===== config.mk =====
export PLATFORM = sky130hd
export DESIGN_NAME = screen_luma_change_detector
export DESIGN_NICKNAME = d
export VERILOG_FILES = /design/src/hdl/scld_pkg.sv /design/src/hdl/scld_ctrl.sv /design/src/hdl/scld_datapath.sv /design/src/hdl/screen_luma_change_detector.sv
export SDC_FILE = /design/constraint.sdc
export NUM_CORES = 2
export LEC_CHECK = 0
export ABC_AREA = 1
export BUFFER_PORTS_ARGS = -buffer_cell sky130_fd_sc_hd__buf_2
export CORE_ASPECT_RATIO = 0.8
export CORE_UTILIZATION = 40
export CTS_CLUSTER_DIAMETER = 50
export DETAILED_ROUTE_END_ITERATION = 10
export GPL_TIMING_DRIVEN = 0
export SLEW_MARGIN = 40
export SYNTH_ARGS = -nofsm -noshare
export SYNTH_HDL_FRONTEND = slang
export SYNTH_HIERARCHICAL = 1
export SYNTH_SLANG_ARGS = --single-unit

===== constraint.sdc =====
create_clock -name clock -period 9.5 [get_ports clock]
set_input_delay 0.95 -clock clock [delete_from_list [all_inputs] [get_ports clock]]
set_output_delay 0.95 -clock clock [all_outputs]
set_load 0.005 [all_outputs]

===== src/hdl/scld_pkg.sv =====
package scld_pkg;

   // Frame length limit: pixels past 2**PIXEL_COUNT_BITS are ignored.
   localparam int PIXEL_COUNT_BITS = 24;
   localparam int PIXEL_TOTAL_BITS = PIXEL_COUNT_BITS + 1;

   localparam int COLOR_BITS       = 8;
   localparam int COLOR_TOTAL_BITS = 32;
   localparam int LEVEL_BITS       = 8;
   localparam int CHANGE_BITS      = 10;
   localparam int THRESHOLD_BITS   = 8;
   localparam int PERCENT_BITS     = 8;
   localparam int STRIDE_BITS      = 13;
   localparam int PHASE_BITS       = 12;

   // Shared multiplier and the end-of-frame arithmetic.
   localparam int MUL_A_BITS   = 32;
   localparam int MUL_B_BITS   = 16;
   localparam int PRODUCT_BITS = MUL_A_BITS + MUL_B_BITS;
   localparam int WSUM_BITS    = 48;
   localparam int HALF_BITS    = WSUM_BITS / 2;
   localparam int SCALED_BITS  = 60;
   localparam int FRAC_BITS    = 16;
   localparam int QUOT_BITS    = SCALED_BITS - FRAC_BITS;
   localparam int RAW_BITS     = 10;
   localparam int OFFSET_BITS  = 10;
   localparam int LSUM_BITS    = 12;
   localparam int STEP_BITS    = $clog2(QUOT_BITS);

   localparam logic [MUL_B_BITS-1:0] WEIGHT_RED   = 16'd13933;
   localparam logic [MUL_B_BITS-1:0] WEIGHT_GREEN = 16'd46871;
   localparam logic [MUL_B_BITS-1:0] WEIGHT_BLUE  = 16'd4732;

   localparam logic [STRIDE_BITS-1:0] MAX_STRIDE = 13'd4096;

   // Percent to level offset: floor(x / 100) = (x * OFFSET_RECIP) >> OFFSET_SHIFT
   // for every x = |percent| * 255 the register can produce.
   localparam logic [15:0] OFFSET_RECIP = 16'd41944;
   localparam int          OFFSET_SHIFT = 22;

   localparam int CSR_INDEX_BITS = 2;
   localparam int CSR_DATA_BITS  = 13;

   typedef logic [CSR_INDEX_BITS-1:0] csr_index_type;
   localparam csr_index_type CSR_OFFSET_PERCENT   = 2'd0;
   localparam csr_index_type CSR_SAMPLE_STRIDE    = 2'd1;
   localparam csr_index_type CSR_CHANGE_THRESHOLD = 2'd2;

   localparam logic [PERCENT_BITS-1:0]   RESET_OFFSET_PERCENT   = 8'd0;
   localparam logic [STRIDE_BITS-1:0]    RESET_SAMPLE_STRIDE    = 13'd1024;
   localparam logic [THRESHOLD_BITS-1:0] RESET_CHANGE_THRESHOLD = 8'd8;
   localparam logic [LEVEL_BITS-1:0]     RESET_PREVIOUS_LEVEL   = 8'd255;

   typedef logic [2:0] mul_sel_type;
   localparam mul_sel_type MUL_RED   = 3'd0;
   localparam mul_sel_type MUL_GREEN = 3'd1;
   localparam mul_sel_type MUL_BLUE  = 3'd2;
   localparam mul_sel_type MUL_WLO   = 3'd3;
   localparam mul_sel_type MUL_WHI   = 3'd4;

   typedef logic [1:0] wsum_op_type;
   localparam wsum_op_type WSUM_HOLD = 2'd0;
   localparam wsum_op_type WSUM_LOAD = 2'd1;
   localparam wsum_op_type WSUM_ADD  = 2'd2;

   typedef logic [1:0] scaled_op_type;
   localparam scaled_op_type SCALED_HOLD   = 2'd0;
   localparam scaled_op_type SCALED_LOAD   = 2'd1;
   localparam scaled_op_type SCALED_ADD_HI = 2'd2;

   typedef struct packed {
      logic          accum;
      mul_sel_type   mul_sel;
      wsum_op_type   wsum_op;
      scaled_op_type scaled_op;
      logic          div_load;
      logic          div_step;
      logic          level_load;
      logic          finish;
   } dp_cmd_type;

   typedef struct packed {
      logic emit;
      logic out_blocked;
   } dp_status_type;

endpackage


===== src/hdl/scld_ctrl.sv =====
module scld_ctrl
   import scld_pkg::*;
(
   input  logic          clock,
   input  logic          reset,
   input  logic          req_valid,
   input  logic          req_frame_end,
   output logic          req_stall,
   output dp_cmd_type    cmd,
   input  dp_status_type status
);

   localparam logic [2:0] ST_IDLE   = 3'd0;
   localparam logic [2:0] ST_MUL    = 3'd1;
   localparam logic [2:0] ST_DIV    = 3'd2;
   localparam logic [2:0] ST_LEVEL  = 3'd3;
   localparam logic [2:0] ST_FINISH = 3'd4;

   localparam logic [STEP_BITS-1:0] MUL_LAST = STEP_BITS'(7);
   localparam logic [STEP_BITS-1:0] DIV_LAST = STEP_BITS'(QUOT_BITS - 1);

   logic [2:0]           state_ff, state_in;
   logic [STEP_BITS-1:0] step_ff, step_in;

   always_ff @(posedge clock) begin
      if (reset) begin
         state_ff <= ST_IDLE;
         step_ff  <= '0;
      end else begin
         state_ff <= state_in;
         step_ff  <= step_in;
      end
   end

   assign req_stall = (state_ff != ST_IDLE);

   always_comb begin
      state_in      = state_ff;
      step_in       = step_ff;
      cmd           = '0;
      cmd.mul_sel   = MUL_RED;
      cmd.wsum_op   = WSUM_HOLD;
      cmd.scaled_op = SCALED_HOLD;
      unique case (state_ff)
         ST_IDLE: begin
            cmd.accum = req_valid;
            if (req_valid && req_frame_end) begin
               state_in = ST_MUL;
               step_in  = '0;
            end
         end
         ST_MUL: begin
            // The multiplier output is registered, so each product is
            // folded in one step after its operands were selected.
            unique case (step_ff)
               STEP_BITS'(0): cmd.mul_sel = MUL_RED;
               STEP_BITS'(1): begin
                  cmd.mul_sel = MUL_GREEN;
                  cmd.wsum_op = WSUM_LOAD;
               end
               STEP_BITS'(2): begin
                  cmd.mul_sel = MUL_BLUE;
                  cmd.wsum_op = WSUM_ADD;
               end
               STEP_BITS'(3): cmd.wsum_op = WSUM_ADD;
               STEP_BITS'(4): cmd.mul_sel = MUL_WLO;
               STEP_BITS'(5): begin
                  cmd.mul_sel   = MUL_WHI;
                  cmd.scaled_op = SCALED_LOAD;
               end
               STEP_BITS'(6): cmd.scaled_op = SCALED_ADD_HI;
               default:       cmd.div_load  = 1'b1;
            endcase
            if (step_ff == MUL_LAST) begin
               state_in = ST_DIV;
               step_in  = '0;
            end else begin
               step_in = step_ff + STEP_BITS'(1);
            end
         end
         ST_DIV: begin
            cmd.div_step = 1'b1;
            if (step_ff == DIV_LAST) begin
               state_in = ST_LEVEL;
               step_in  = '0;
            end else begin
               step_in = step_ff + STEP_BITS'(1);
            end
         end
         ST_LEVEL: begin
            cmd.level_load = 1'b1;
            state_in       = ST_FINISH;
         end
         ST_FINISH: begin
            if (!(status.emit && status.out_blocked)) begin
               cmd.finish = 1'b1;
               state_in   = ST_IDLE;
            end
         end
         default: begin
            state_in = ST_IDLE;
            step_in  = '0;
         end
      endcase
   end

endmodule


===== src/hdl/scld_datapath.sv =====
module scld_datapath
   import scld_pkg::*;
(
   input  logic                      clock,
   input  logic                      reset,
   input  dp_cmd_type                cmd,
   output dp_status_type             status,
   input  logic [COLOR_BITS-1:0]     red_value,
   input  logic [COLOR_BITS-1:0]     green_value,
   input  logic [COLOR_BITS-1:0]     blue_value,
   input  logic                      csr_write,
   input  csr_index_type             csr_index,
   input  logic [CSR_DATA_BITS-1:0]  csr_wdata,
   input  logic                      rsp_stall,
   output logic                      rsp_valid,
   output logic [LEVEL_BITS-1:0]     rsp_screen_level
);

   // Configuration registers.
   logic [PERCENT_BITS-1:0]   offset_percent_ff;
   logic [STRIDE_BITS-1:0]    sample_stride_ff;
   logic [THRESHOLD_BITS-1:0] change_threshold_ff;

   // Frame accumulation state.
   logic [COLOR_TOTAL_BITS-1:0] red_total_ff, red_total_in;
   logic [COLOR_TOTAL_BITS-1:0] green_total_ff, green_total_in;
   logic [COLOR_TOTAL_BITS-1:0] blue_total_ff, blue_total_in;
   logic [PIXEL_TOTAL_BITS-1:0] pixel_total_ff, pixel_total_in;
   logic [PHASE_BITS-1:0]       stride_phase_ff, stride_phase_in;
   logic [LEVEL_BITS-1:0]       previous_level_ff;
   logic [CHANGE_BITS-1:0]      change_total_ff;

   // End-of-frame arithmetic.
   logic [PRODUCT_BITS-1:0]     product_ff;
   logic [WSUM_BITS-1:0]        wsum_ff;
   logic [SCALED_BITS-1:0]      scaled_ff;
   logic [QUOT_BITS-1:0]        quot_ff;
   logic [PIXEL_TOTAL_BITS-1:0] rem_ff;
   logic [LEVEL_BITS-1:0]       level_ff, level_in;
   logic signed [OFFSET_BITS-1:0] offset_ff;

   logic                      rsp_valid_ff;
   logic [LEVEL_BITS-1:0]     rsp_level_ff;

   logic [STRIDE_BITS-1:0]    eff_stride;
   logic [STRIDE_BITS-1:0]    phase_next;
   logic                      room;
   logic [MUL_A_BITS-1:0]     mul_a;
   logic [MUL_B_BITS-1:0]     mul_b;
   logic [PIXEL_TOTAL_BITS:0] div_shifted;
   logic [PIXEL_TOTAL_BITS:0] div_diff;
   logic                      div_ge;
   logic [RAW_BITS-1:0]       raw_level;
   logic signed [LSUM_BITS-1:0] level_sum;
   logic [LEVEL_BITS-1:0]     level_diff;
   logic [CHANGE_BITS-1:0]    change_sum;
   logic                      emit;
   logic                      rsp_load;
   logic [PERCENT_BITS-1:0]   percent_mag;
   logic [15:0]               percent_scaled;
   logic [31:0]               offset_product;
   logic [OFFSET_BITS-1:0]    offset_mag;

   function automatic logic [COLOR_TOTAL_BITS-1:0] sat_add(
      input logic [COLOR_TOTAL_BITS-1:0] total,
      input logic [COLOR_BITS-1:0]       value
   );
      logic [COLOR_TOTAL_BITS:0] sum;
      sum = {1'b0, total} + (COLOR_TOTAL_BITS + 1)'(value);
      return sum[COLOR_TOTAL_BITS] ? '1 : sum[COLOR_TOTAL_BITS-1:0];
   endfunction

   always_ff @(posedge clock) begin
      if (reset) begin
         offset_percent_ff   <= RESET_OFFSET_PERCENT;
         sample_stride_ff    <= RESET_SAMPLE_STRIDE;
         change_threshold_ff <= RESET_CHANGE_THRESHOLD;
      end else if (csr_write) begin
         unique case (csr_index)
            CSR_OFFSET_PERCENT:   offset_percent_ff   <= csr_wdata[PERCENT_BITS-1:0];
            CSR_SAMPLE_STRIDE:    sample_stride_ff    <= csr_wdata;
            CSR_CHANGE_THRESHOLD: change_threshold_ff <= csr_wdata[THRESHOLD_BITS-1:0];
            default: ;
         endcase
      end
   end

   // Level offset, trunc(percent * 255 / 100), kept up to date from the register.
   assign percent_mag    = offset_percent_ff[PERCENT_BITS-1] ? (~offset_percent_ff + 8'd1)
                                                             : offset_percent_ff;
   assign percent_scaled = {percent_mag, 8'd0} - {8'd0, percent_mag};
   assign offset_product = {16'd0, percent_scaled} * {16'd0, OFFSET_RECIP};
   assign offset_mag     = offset_product[OFFSET_SHIFT +: OFFSET_BITS];

   always_ff @(posedge clock) begin
      offset_ff <= offset_percent_ff[PERCENT_BITS-1] ? -$signed(offset_mag)
                                                     : $signed(offset_mag);
   end

   // Pixel accumulation.
   always_comb begin
      if (sample_stride_ff == '0) begin
         eff_stride = STRIDE_BITS'(1);
      end else if (sample_stride_ff > MAX_STRIDE) begin
         eff_stride = MAX_STRIDE;
      end else begin
         eff_stride = sample_stride_ff;
      end
   end

   assign phase_next = {1'b0, stride_phase_ff} + STRIDE_BITS'(1);
   assign room       = !pixel_total_ff[PIXEL_TOTAL_BITS-1];

   always_comb begin
      red_total_in    = red_total_ff;
      green_total_in  = green_total_ff;
      blue_total_in   = blue_total_ff;
      pixel_total_in  = pixel_total_ff;
      stride_phase_in = stride_phase_ff;
      priority if (cmd.finish) begin
         red_total_in    = '0;
         green_total_in  = '0;
         blue_total_in   = '0;
         pixel_total_in  = '0;
         stride_phase_in = '0;
      end else if (cmd.accum && room) begin
         if (stride_phase_ff == '0) begin
            red_total_in   = sat_add(red_total_ff, red_value);
            green_total_in = sat_add(green_total_ff, green_value);
            blue_total_in  = sat_add(blue_total_ff, blue_value);
         end
         pixel_total_in  = pixel_total_ff + PIXEL_TOTAL_BITS'(1);
         stride_phase_in = (phase_next >= eff_stride) ? '0 : phase_next[PHASE_BITS-1:0];
      end
   end

   always_ff @(posedge clock) begin
      if (reset) begin
         red_total_ff    <= '0;
         green_total_ff  <= '0;
         blue_total_ff   <= '0;
         pixel_total_ff  <= '0;
         stride_phase_ff <= '0;
      end else begin
         red_total_ff    <= red_total_in;
         green_total_ff  <= green_total_in;
         blue_total_ff   <= blue_total_in;
         pixel_total_ff  <= pixel_total_in;
         stride_phase_ff <= stride_phase_in;
      end
   end

   // Shared multiplier: the weighted sum, then its two halves times the stride.
   always_comb begin
      unique case (cmd.mul_sel)
         MUL_RED: begin
            mul_a = red_total_ff;
            mul_b = WEIGHT_RED;
         end
         MUL_GREEN: begin
            mul_a = green_total_ff;
            mul_b = WEIGHT_GREEN;
         end
         MUL_BLUE: begin
            mul_a = blue_total_ff;
            mul_b = WEIGHT_BLUE;
         end
         MUL_WLO: begin
            mul_a = MUL_A_BITS'(wsum_ff[HALF_BITS-1:0]);
            mul_b = MUL_B_BITS'(eff_stride);
         end
         MUL_WHI: begin
            mul_a = MUL_A_BITS'(wsum_ff[WSUM_BITS-1:HALF_BITS]);
            mul_b = MUL_B_BITS'(eff_stride);
         end
         default: begin
            mul_a = '0;
            mul_b = '0;
         end
      endcase
   end

   always_ff @(posedge clock) begin
      product_ff <= {{MUL_B_BITS{1'b0}}, mul_a} * {{MUL_A_BITS{1'b0}}, mul_b};
      unique case (cmd.wsum_op)
         WSUM_LOAD: wsum_ff <= product_ff[WSUM_BITS-1:0];
         WSUM_ADD:  wsum_ff <= wsum_ff + product_ff[WSUM_BITS-1:0];
         default: ;
      endcase
      unique case (cmd.scaled_op)
         SCALED_LOAD:   scaled_ff <= SCALED_BITS'(product_ff);
         SCALED_ADD_HI: scaled_ff <= scaled_ff +
            {product_ff[SCALED_BITS-HALF_BITS-1:0], {HALF_BITS{1'b0}}};
         default: ;
      endcase
   end

   // Restoring division of the scaled sum by the pixel count, one bit a step.
   assign div_shifted = {rem_ff, quot_ff[QUOT_BITS-1]};
   assign div_diff    = div_shifted - {1'b0, pixel_total_ff};
   assign div_ge      = (div_shifted >= {1'b0, pixel_total_ff});

   always_ff @(posedge clock) begin
      if (cmd.div_load) begin
         rem_ff  <= '0;
         quot_ff <= scaled_ff[SCALED_BITS-1:FRAC_BITS];
      end else if (cmd.div_step) begin
         rem_ff  <= div_ge ? div_diff[PIXEL_TOTAL_BITS-1:0]
                           : div_shifted[PIXEL_TOTAL_BITS-1:0];
         quot_ff <= {quot_ff[QUOT_BITS-2:0], div_ge};
      end
   end

   // Quotients past the raw field saturate; the clamp below hides the difference.
   always_comb begin
      if (pixel_total_ff == '0) begin
         raw_level = '0;
      end else if (quot_ff[QUOT_BITS-1:RAW_BITS] != '0) begin
         raw_level = '1;
      end else begin
         raw_level = quot_ff[RAW_BITS-1:0];
      end
      level_sum = $signed({{(LSUM_BITS-RAW_BITS){1'b0}}, raw_level}) +
                  LSUM_BITS'(offset_ff);
      if (level_sum < 0) begin
         level_in = '0;
      end else if (level_sum > $signed(LSUM_BITS'(255))) begin
         level_in = '1;
      end else begin
         level_in = level_sum[LEVEL_BITS-1:0];
      end
   end

   always_ff @(posedge clock) begin
      if (cmd.level_load) begin
         level_ff <= level_in;
      end
   end

   assign level_diff = (level_ff > previous_level_ff) ? level_ff - previous_level_ff
                                                      : previous_level_ff - level_ff;
   assign change_sum = change_total_ff + CHANGE_BITS'(level_diff);
   assign emit       = (change_sum > CHANGE_BITS'(change_threshold_ff));

   always_ff @(posedge clock) begin
      if (reset) begin
         previous_level_ff <= RESET_PREVIOUS_LEVEL;
         change_total_ff   <= '0;
      end else if (cmd.finish) begin
         previous_level_ff <= level_ff;
         change_total_ff   <= emit ? '0 : change_sum;
      end
   end

   // Output word register.
   assign rsp_load = cmd.finish && emit;

   always_ff @(posedge clock) begin
      if (reset) begin
         rsp_valid_ff <= 1'b0;
      end else if (rsp_load) begin
         rsp_valid_ff <= 1'b1;
      end else if (!rsp_stall) begin
         rsp_valid_ff <= 1'b0;
      end
   end

   always_ff @(posedge clock) begin
      if (rsp_load) begin
         rsp_level_ff <= level_ff;
      end
   end

   assign rsp_valid          = rsp_valid_ff;
   assign rsp_screen_level   = rsp_level_ff;
   assign status.emit        = emit;
   assign status.out_blocked = rsp_valid_ff && rsp_stall;

endmodule


===== src/hdl/screen_luma_change_detector.sv =====
// Pixels are taken one per cycle while no frame is being finished.
// A frame_end word stalls the input through 8 multiply steps on one
// shared multiplier, 44 bit-serial divider steps, a level and an update
// step, longer if a result word is due while the last is still stalled.
// The new result word is valid on the cycle after the update.
// Synchronous active-high reset clears the totals, restores the register
// defaults and sets the previous level to 255.
module screen_luma_change_detector
   import scld_pkg::*;
(
   input  logic                     clock,
   input  logic                     reset,
   input  logic                     req_valid,
   output logic                     req_stall,
   input  logic [COLOR_BITS-1:0]    req_red_value,
   input  logic [COLOR_BITS-1:0]    req_green_value,
   input  logic [COLOR_BITS-1:0]    req_blue_value,
   input  logic                     req_frame_end,
   output logic                     rsp_valid,
   input  logic                     rsp_stall,
   output logic [LEVEL_BITS-1:0]    rsp_screen_level,
   input  logic                     csr_valid,
   output logic                     csr_ready,
   input  csr_index_type            csr_index,
   input  logic [CSR_DATA_BITS-1:0] csr_wdata
);

   dp_cmd_type    cmd;
   dp_status_type status;

   assign csr_ready = 1'b1;

   scld_ctrl u_ctrl (
      .clock         (clock),
      .reset         (reset),
      .req_valid     (req_valid),
      .req_frame_end (req_frame_end),
      .req_stall     (req_stall),
      .cmd           (cmd),
      .status        (status)
   );

   scld_datapath u_datapath (
      .clock            (clock),
      .reset            (reset),
      .cmd              (cmd),
      .status           (status),
      .red_value        (req_red_value),
      .green_value      (req_green_value),
      .blue_value       (req_blue_value),
      .csr_write        (csr_valid && csr_ready),
      .csr_index        (csr_index),
      .csr_wdata        (csr_wdata),
      .rsp_stall        (rsp_stall),
      .rsp_valid        (rsp_valid),
      .rsp_screen_level (rsp_screen_level)
   );

   a_frame_end_stalls: assert property (@(posedge clock) disable iff (reset)
      req_valid && !req_stall && req_frame_end |=> req_stall)
      else $error("frame end did not start the level computation");

   a_pixel_keeps_flowing: assert property (@(posedge clock) disable iff (reset)
      req_valid && !req_stall && !req_frame_end |=> !req_stall)
      else $error("input stalled after an ordinary pixel");

   a_result_after_frame: assert property (@(posedge clock) disable iff (reset)
      $rose(rsp_valid) |-> $past(req_stall))
      else $error("result word appeared outside the frame end computation");

endmodule


==> results.ini <==
[run_status]
run_status = finished, final reports clean

[floorplan]
core_area_um2 = 125000
initial_core_util_pct = 40.4
die_width_um = 400
fp.dieArea_um2 = 128000
placementRows = 116
io_pins = 56
floorplan.die.height_um = 321

[cts]
path_clk_slew_ps = 60
worst_skew_pair.late_latency_ps = 670
cts_tree = built
clk_root_buffer_cell = sky130_fd_sc_hd__clkbuf_16
cts_sinks = 425
cts.path.max_buffers = 3
postCtsSetupBuffers = 0
cts-buffers-inserted = 69
ctsHtreeMaxLevel = 3

[yosys]
ys_seq_elements = 425
synth_top_cells_by_area = sky130_fd_sc_hd__fa_1 19%, sky130_fd_sc_hd__nand2_1 12%, sky130_fd_sc_hd__ha_1 11%
post_synth_inst_count = 6978
synthesis.area_um2 = 50700
synth_enable_flop_cells = 152
synth_flop_cell = sky130_fd_sc_hd__dfxtp_1
synthArstFlopShare_pct = 0
yosysWarningCount = 6
synthDominantAreaCellType = sky130_fd_sc_hd__fa_1
yosysTopAreaCellShare_pct = 18.6
syn_avg_cell_area_um2 = 7.27
synth.yosys.seq_area_share_pct = 19.8
number_of_distinct_library_cell_variants_in_the_gate_level_netlist_after_synthesis = 72

[finish]
layout-drive-gt1-share_pct = 5.75
num_antenna_cells = 0
areaGrowthSynthToFinish_pct = 9.76
fin_util_pct = 44.4
final.fill_count = 13067
num-nets-final = 8091

[critical_path]
crit_fanout = 10
cp.required_ps = 10050
critical_path.slowest_cell = sky130_fd_sc_hd__fa_1
worst_path_most_repeated_cell = sky130_fd_sc_hd__inv_1
cp_top_family = adder cells
cp_slowest_stage_delay_ps = 550
critical_path_class = register to register
timing.critical_path.depth = 35
path_buf_inv = 13
setup.worst_path.end_class = register
worst_ep_arrival_time_ps = 9750
r2r.worst_path.cells = 35
crit_path_start_kind = register

[global_routing]
number_of_global_route_vias_before_repair = 45200
grt_remaining_overflow = 0
grt_max_degree = 45
antenna_found_initial = 3
first_pass_grt_wire_length_um = 277000
total_routing_usage_gr_pct = 28.7

[power_and_ir_drop]
p_per_area_nw_per_um2 = 356
max-vdd-ir-drop_v = 0.000581
share_seq_of_total_power_pct = 13.5
switching_power_mw = 11.0
swShare_pct = 55.5
p_int_mw = 8.83
p_leak_nw = 27.0
power.share.combinational_pct = 73.2
clockPowerShare_pct = 13.2

[timing]
timing.final.max_slew_violations = 0
achievable-frequency_mhz = 109
setup_violations = 0
setup_ws_ps = 298
timing_hold_violations_final = 0
finClkSkew_ps = 42.6
max_slew_margin_pct = 39.7
final.min_clock_period_ps = 9200
rsz0062_at_grt = yes
ratio_of_final_minimum_period_to_clock_period_pct = 96.9
tightestPinTransition_ps = 904

[route]
first_iter_violations = 4615
via_count = 47178
drcViolationCount = 0
avgViaCountPerCell = 5.34
routed_wire_length_per_instance_um = 20.7
ant_nets = 0
finalWirelength_um = 183000
drt_pre_antenna_iters = 8

[placement]
gpl.final_weighted_congestion = 1.02
detailedPlacementHpwl_um = 156000
port-buffer-count = 54
dp_slack_ps = 248

[run]
max-cap-violations = 0

[worst_hold_path]
hold-path-cell-count = 2
min_path_type = register to register

[cells in the mapped netlist (13+ instances only)]
master	number
sky130_fd_sc_hd__inv_2	35
sky130_fd_sc_hd__ha_1	453
sky130_fd_sc_hd__nand4_1	91
sky130_fd_sc_hd__edfxtp_1	152
sky130_fd_sc_hd__clkbuf_1	70
sky130_fd_sc_hd__buf_2	37
sky130_fd_sc_hd__fa_1	471
sky130_fd_sc_hd__a32o_1	13
sky130_fd_sc_hd__nand3_1	300
sky130_fd_sc_hd__o21bai_1	32
sky130_fd_sc_hd__inv_1	1363
sky130_fd_sc_hd__a21oi_1	406
sky130_fd_sc_hd__nand3b_1	21
sky130_fd_sc_hd__o211ai_1	29
sky130_fd_sc_hd__xnor2_1	59
sky130_fd_sc_hd__o22ai_1	18
sky130_fd_sc_hd__nor2_2	23
sky130_fd_sc_hd__a21o_1	21
sky130_fd_sc_hd__o21ai_1	23
sky130_fd_sc_hd__nand2_2	14
sky130_fd_sc_hd__nor2_1	678
sky130_fd_sc_hd__nand2_1	1560
sky130_fd_sc_hd__or2_2	18
sky130_fd_sc_hd__dfxtp_1	273
sky130_fd_sc_hd__a31oi_1	45
sky130_fd_sc_hd__xor2_1	129
sky130_fd_sc_hd__a22oi_1	17
sky130_fd_sc_hd__o221ai_1	24
sky130_fd_sc_hd__o21ai_0	329
sky130_fd_sc_hd__nor3_1	76
sky130_fd_sc_hd__nor3_2	19
sky130_fd_sc_hd__nor4_1	40
[power groups by stage]
| stage | sequential, mW | clock, mW | combinational (mW) |
|---|---|---|---|
| global route | 2.70 | 2.77 | 16.9 |
| finish | 2.68 | 2.63 | 14.5 |
| detailed placement | 2.71 | 0 | 14.4 |
| global placement | 2.71 | 0 | 14.3 |
| floorplan | 2.52 | 0 | 10.7 |
| CTS | 2.67 | 2.69 | 14.6 |
[cells by family (layout without fill, tap and decap cells)]
kind of cell | count (synthesis) | after routing | share of synthesized area (%)
other | 3 | 17 | 0.0222
buffers and inverters | 1537 | 1724 | 11.7
adder cells (fa/ha/maj) | 924 | 924 | 29.8
AND/OR/NAND/NOR | 2881 | 2881 | 24.0
multiplexers | 1 | 1 | 0.0197
AO/OA/AOI/OAI | 1018 | 1018 | 11.4
flip-flops | 425 | 425 | 19.8
XOR/XNOR | 189 | 189 | 3.28
[metrics by stage]
step                hold slack [ps]  setup TNS, ps  power, mW  instance area [µm²]  std cells
floorplan                       428              0       13.2                50800       6992
global placement                446           -372       17.0                53100       8698
detailed placement              448              0       17.2                53200       8702
CTS                             463              0       19.9                55600       8830
global route                    481          -35.2       22.4                55700       8831
finish                          460              0       19.8                55700       8831
[worst register-to-register path: cells and delay by family (launching register included)]
kind | cells | cell delay, ps
xor gates and xnor gates | 1 | 330
DFF | 1 | 400
AOI/OAI and AO/OA | 4 | 1050
and+or+nand+nor | 10 | 2210
adders and majority gates | 7 | 3400
buffers and inverters | 13 | 1720
[layout by cell type, fill, tap and decap left out, types with 128 or more instances in the layout]
master                     count
sky130_fd_sc_hd__inv_1      1360
sky130_fd_sc_hd__o21ai_0     329
sky130_fd_sc_hd__a21oi_1     404
sky130_fd_sc_hd__xor2_1      128
sky130_fd_sc_hd__nor2_1      671
sky130_fd_sc_hd__fa_1        471
sky130_fd_sc_hd__ha_1        453
sky130_fd_sc_hd__nand2_1    1560
sky130_fd_sc_hd__edfxtp_1    152
sky130_fd_sc_hd__dfxtp_1     273
sky130_fd_sc_hd__nand3_1     300
[worst paths after layout]
path                                       from                             to  slack (ps)
setup / recovery             u_ctrl/state_ff[0]      u_datapath/product_ff[25]         300
hold / removal    u_datapath/change_total_ff[7]  u_datapath/change_total_ff[7]         460
setup reg to reg             u_ctrl/state_ff[0]      u_datapath/product_ff[25]         300
hold reg to reg   u_datapath/change_total_ff[7]  u_datapath/change_total_ff[7]         460
[per-layer routing]
layer,share of wire [%],up-vias,track usage (%)
met4,2.9,0,7.93
met3,9.0,225,5.49
met1,48,22642,43.3
li1,-,22463,-
met2,41,1848,41.0
met5,0,-,0
[layout make-up]
class	count	area (µm²)	area share (%)
multi-input combinational	5030	34900	62.7
sequential	425	10000	18.0
inverter	1404	5280	9.49
tap	1652	2070	3.71
clock buffer	80	1870	3.36
buffer	133	671	1.20
clock inverter	48	524	0.942
timing repair buffer	59	344	0.618
[flip-flops by register name (all words and copies together) (netlist names), 12 cells and up]
register                     count
u_datapath/blue_total_ff        32
u_datapath/green_total_ff       32
u_datapath/pixel_total_ff       25
u_datapath/product_ff           48
u_datapath/quot_ff              44
u_datapath/red_total_ff         32
u_datapath/rem_ff               25
u_datapath/sample_stride_ff     13
u_datapath/scaled_ff            44
u_datapath/stride_phase_ff      12
u_datapath/wsum_ff              48
[repair_timing]
action,4_1_cts,5_1_grt
resized for setup,0,7
hold buffers,0,0
setup endpoints to repair,0,24
Note: power is estimated with default switching activity, not from simulation.
